## config.mk

```make
export PLATFORM = sky130hd
export DESIGN_NAME = amt_queue
export DESIGN_NICKNAME = d
export VERILOG_FILES = /design/src/sv/amt_queue.sv
export SDC_FILE = /design/constraint.sdc
export NUM_CORES = 1
export LEC_CHECK = 0
export BUFFER_PORTS_ARGS = -buffer_cell sky130_fd_sc_hd__clkbuf_2
export CORE_AREA = 2 2 39 41
export CTS_CLUSTER_DIAMETER = 150
export DETAILED_ROUTE_END_ITERATION = 6
export DIE_AREA = 0 0 41 43
export PLACE_DENSITY = 0.46
export SYNTH_ARGS = -nofsm -noshare
export SYNTH_HDL_FRONTEND = slang
export SYNTH_SLANG_ARGS = --single-unit
```

## constraint.sdc

```tcl
create_clock -name clk -period 3.4 [get_ports clk]
set_clock_uncertainty 0.1 [all_clocks]
set_input_delay 0.51 -clock clk [delete_from_list [all_inputs] [get_ports clk]]
set_output_delay 0.51 -clock clk [all_outputs]
set_load 0.02 [all_outputs]
```

## src/sv/amt_queue.sv

```systemverilog
`default_nettype none
// ---------------------------------------------------------------------------
// amt_queue
// two entry job queue between front and back
// ---------------------------------------------------------------------------
module amt_queue #(
  parameter type item_t = logic
) (
  input  wire logic  clk,
  input  wire logic  rst,
  input  wire logic  push,
  input  item_t      push_item,
  input  wire logic  pop,
  output item_t      head,
  output logic       empty
);

  item_t      mem [2];
  logic       wr_ptr;
  logic       rd_ptr;
  logic [1:0] count;

  logic do_push;
  assign do_push = push && (count != 2'd2);
  assign empty   = (count == 2'd0);
  assign head    = mem[rd_ptr];

  always_ff @(posedge clk) begin
    if (do_push) begin
      mem[wr_ptr] <= push_item;
    end
  end

  always_ff @(posedge clk) begin
    if (rst) begin
      wr_ptr <= 1'b0;
      rd_ptr <= 1'b0;
      count  <= 2'd0;
    end else begin
      if (do_push) begin
        wr_ptr <= ~wr_ptr;
      end
      if (pop && !empty) begin
        rd_ptr <= ~rd_ptr;
      end
      count <= count + 2'(do_push) - 2'(pop && !empty);
    end
  end

endmodule
`default_nettype wire

```

==> results.py <==
metrics = {
    "synth": {
        "yosys_warnings": 0,
        "avgSynthCellArea_um2": 11.08,
        "synthCells": 28,
        "synth.cell_area_um2": 310.3,
        "synth_top_cell_by_area": "dfxtp_1",
        "ys_ff_latch": 7,
        "async_flop_share_pct": 0,
        "synth_nets": 35,
        "synth-edff-count": 2,
        "ys_types": 12,
        "seq_area_frac_synth_pct": 51.61,
        "yosys-top-cells-count": "8 x nor2_1, 5 x dfxtp_1, 3 x xnor2_1",
        "yosys-top-cells-area": "dfxtp_1 32%, edfxtp_1 19%, nor2_1 9.7%, xnor2_1 8.5%, ha_1 8.1%",
        "synth.top_cell.area_share_pct": 32.26,
        "synthFlopType": "dfxtp_1",
        "synth.most_common_cell": "nor2_1",
    },
    "setup_path": {
        "path_class": "register to register",
        "setup.worst_path.end_class": "register",
        "cpPeakStageDelay_ns": 0.35,
        "crit_fanout": 4,
        "critical_path_required_ns": 3.45,
        "crit_arrival_ns": 1.71,
        "cp_slowest_cell": "dfxtp_1",
        "worstPathCellList": "o21a_2, ha_1, inv_1, ha_1, xnor2_1, xnor2_1, nor2_1",
        "crit_path_start_kind": "register",
        "cpLargestDelayFamily": "adder cells",
        "crit_buf_inv": 1,
    },
    "final_layout": {
        "syn2layout_area_growth_pct": 24.60,
        "diodes": 0,
        "final_cells": 54,
        "final_cell_area_um2": 386.6,
        "final_nets": 46,
        "drive_gt1_share_pct": 36.84,
    },
    "drt": {
        "vias": 217,
        "routed_wl_um": 502,
        "dr.pass1.iters": 2,
        "routedWlPerCell_um": 9.296,
        "dr.first_iter.drc_count": 1,
        "avgViaCountPerCell": 4.019,
        "post-route-drc-count": 0,
        "drtAntennaViolNets": 0,
    },
    "sta": {
        "rsz0062_at_grt": "false",
        "layout_min_cycle_time_ns": 1.663,
        "setup_viol": 0,
        "worst_slew_pin_slew_ns": 0.1958,
        "setup-tns-final_ns": 0,
        "fmax_ghz": 0.6014,
        "final_max_slew_viol_count": 0,
        "slew_headroom_pct": 86.85,
        "timing.final.crit_share_pct": 48.91,
        "finalWorstSetupSlack_ns": 1.737,
        "hold_violations": 0,
    },
    "global_routing": {
        "grt_pass1_vias": 226,
        "grt_antenna_before_repair": 0,
        "grtUsageTotal_pct": 7.568,
        "grt_max_degree": 7,
        "grt_first_pass_wirelength_um": 876,
        "overflow": 0,
    },
    "clock_network": {
        "post_cts_resized": 0,
        "cts_made_buffers": 3,
        "cts_buffer_depth": 2,
        "clk_pin_slew_ns": 0.06,
        "htreeDepth": 1,
        "root_buffer": "clkbuf_4",
        "cts_hold_buf": 0,
        "clk_latency_ns": 0.25,
        "cts.sinks": 7,
        "cts_setup_buffers": 0,
        "cts_tree": "done",
    },
    "die": {
        "placementRows": 14,
        "die_w_um": 41,
        "initial_utilization_pct": 22.42,
        "die_area_um2": 1763,
        "core_area_um2": 1384,
        "die_height_um": 43,
        "io_pins": 7,
    },
    "place": {
        "place_congestion": 0.6213,
        "pre_cts_ws_ns": 1.585,
        "dp_cells": 50,
        "hpwlAfterDp_um": 398.4,
        "placed_cell_area_um2": 360.3,
        "portBuffers": 6,
    },
    "min_path": {
        "min_path_type": "primary input to register",
    },
    "power": {
        "ir_drop_v": 0.0002880,
        "power_density_nw_per_um2": 796.1,
        "p_leak_nw": 0.1681,
        "power_mw": 0.3078,
    },
    "status": {
        "status": "finished clean",
    },
    "job": {
        "drv_cap": 0,
    },
}
layer usage:
| metal | global-route usage, % | up-vias | share of wire [%] |
|---|---|---|---|
| li1 | - | 108 | - |
| met1 | 8.497 | 100 | 42 |
| met2 | 11.56 | 7 | 49 |
| met3 | 3.141 | 2 | 7.6 |
| met4 | 4.000 | 0 | 1.0 |
| met5 | 0 | - | 0 |
cell usage in the layout, fill, tap and decap left out:
cell,n
nor2_1,8
clkbuf_2,6
dfxtp_1,5
xnor2_1,3
clkbuf_4,3
inv_1,2
ha_1,2
edfxtp_1,2
o21a_2,1
inv_2,1
o21ai_4,1
mux2_2,1
mux2_4,1
nor2b_1,1
clkbuf_1,1
final cells by class:
class | instances | area [um2]
well taps | 16 | 20.02
flip-flops and latches | 7 | 160.2
repair buffers | 6 | 30.03
multi-input cells | 18 | 138.9
clock buffers | 4 | 26.28
inverters | 3 | 11.26
fillers | 148 | 997.2
power breakdown:
part | leakage [nW] | total (mW) | switching (mW) | internal [mW]
Combinational | 0.0931 | 0.103 | 0.0530 | 0.0504
Clock | 0.0150 | 0.0792 | 0.0342 | 0.0450
Sequential | 0.0600 | 0.125 | 0.0153 | 0.110
Total | 0.168 | 0.308 | 0.102 | 0.205
worst register-to-register path, delay by kind of cell, from the launching register on:
family	cells	cell delay (ns)
flip-flops	1	0.35
AO/OA/AOI/OAI	1	0.23
adder cells (fa/ha/maj)	2	0.45
AND/OR/NAND/NOR	1	0.06
buffers and inverters	1	0.04
XOR/XNOR	2	0.33
kinds of logic (layout without fill, tap and decap cells):
logic type	count (synthesis)	in the layout	synth area share, %
and+or+nand+nor	9	9	11.70
DFF	7	7	51.61
xor gates and xnor gates	3	3	8.469
buffers and inverters	3	13	3.629
adders and majority gates	2	2	8.063
AOI/OAI and AO/OA	2	2	8.066
muxes	2	2	8.466
worst paths after layout:
path | end | startpoint | slack, ns | cells past startpoint
setup / recovery | count[1] | count[0] | 1.74 | 7
hold / removal | mem[1] | push_item | 0.36 | 1
hold reg to reg | rd_ptr | rd_ptr | 0.41 | 2
setup reg to reg | count[1] | count[0] | 1.74 | 7
stage by stage:
step                utilization [%]  hold WS [ns]
floorplan                         -        0.3801
global route                  27.94        0.3568
detailed placement            26.04        0.4064
finish                        27.94        0.3569
global placement              26.04        0.4034
CTS                           27.94        0.3559
(Power assumes the default switching activity.)
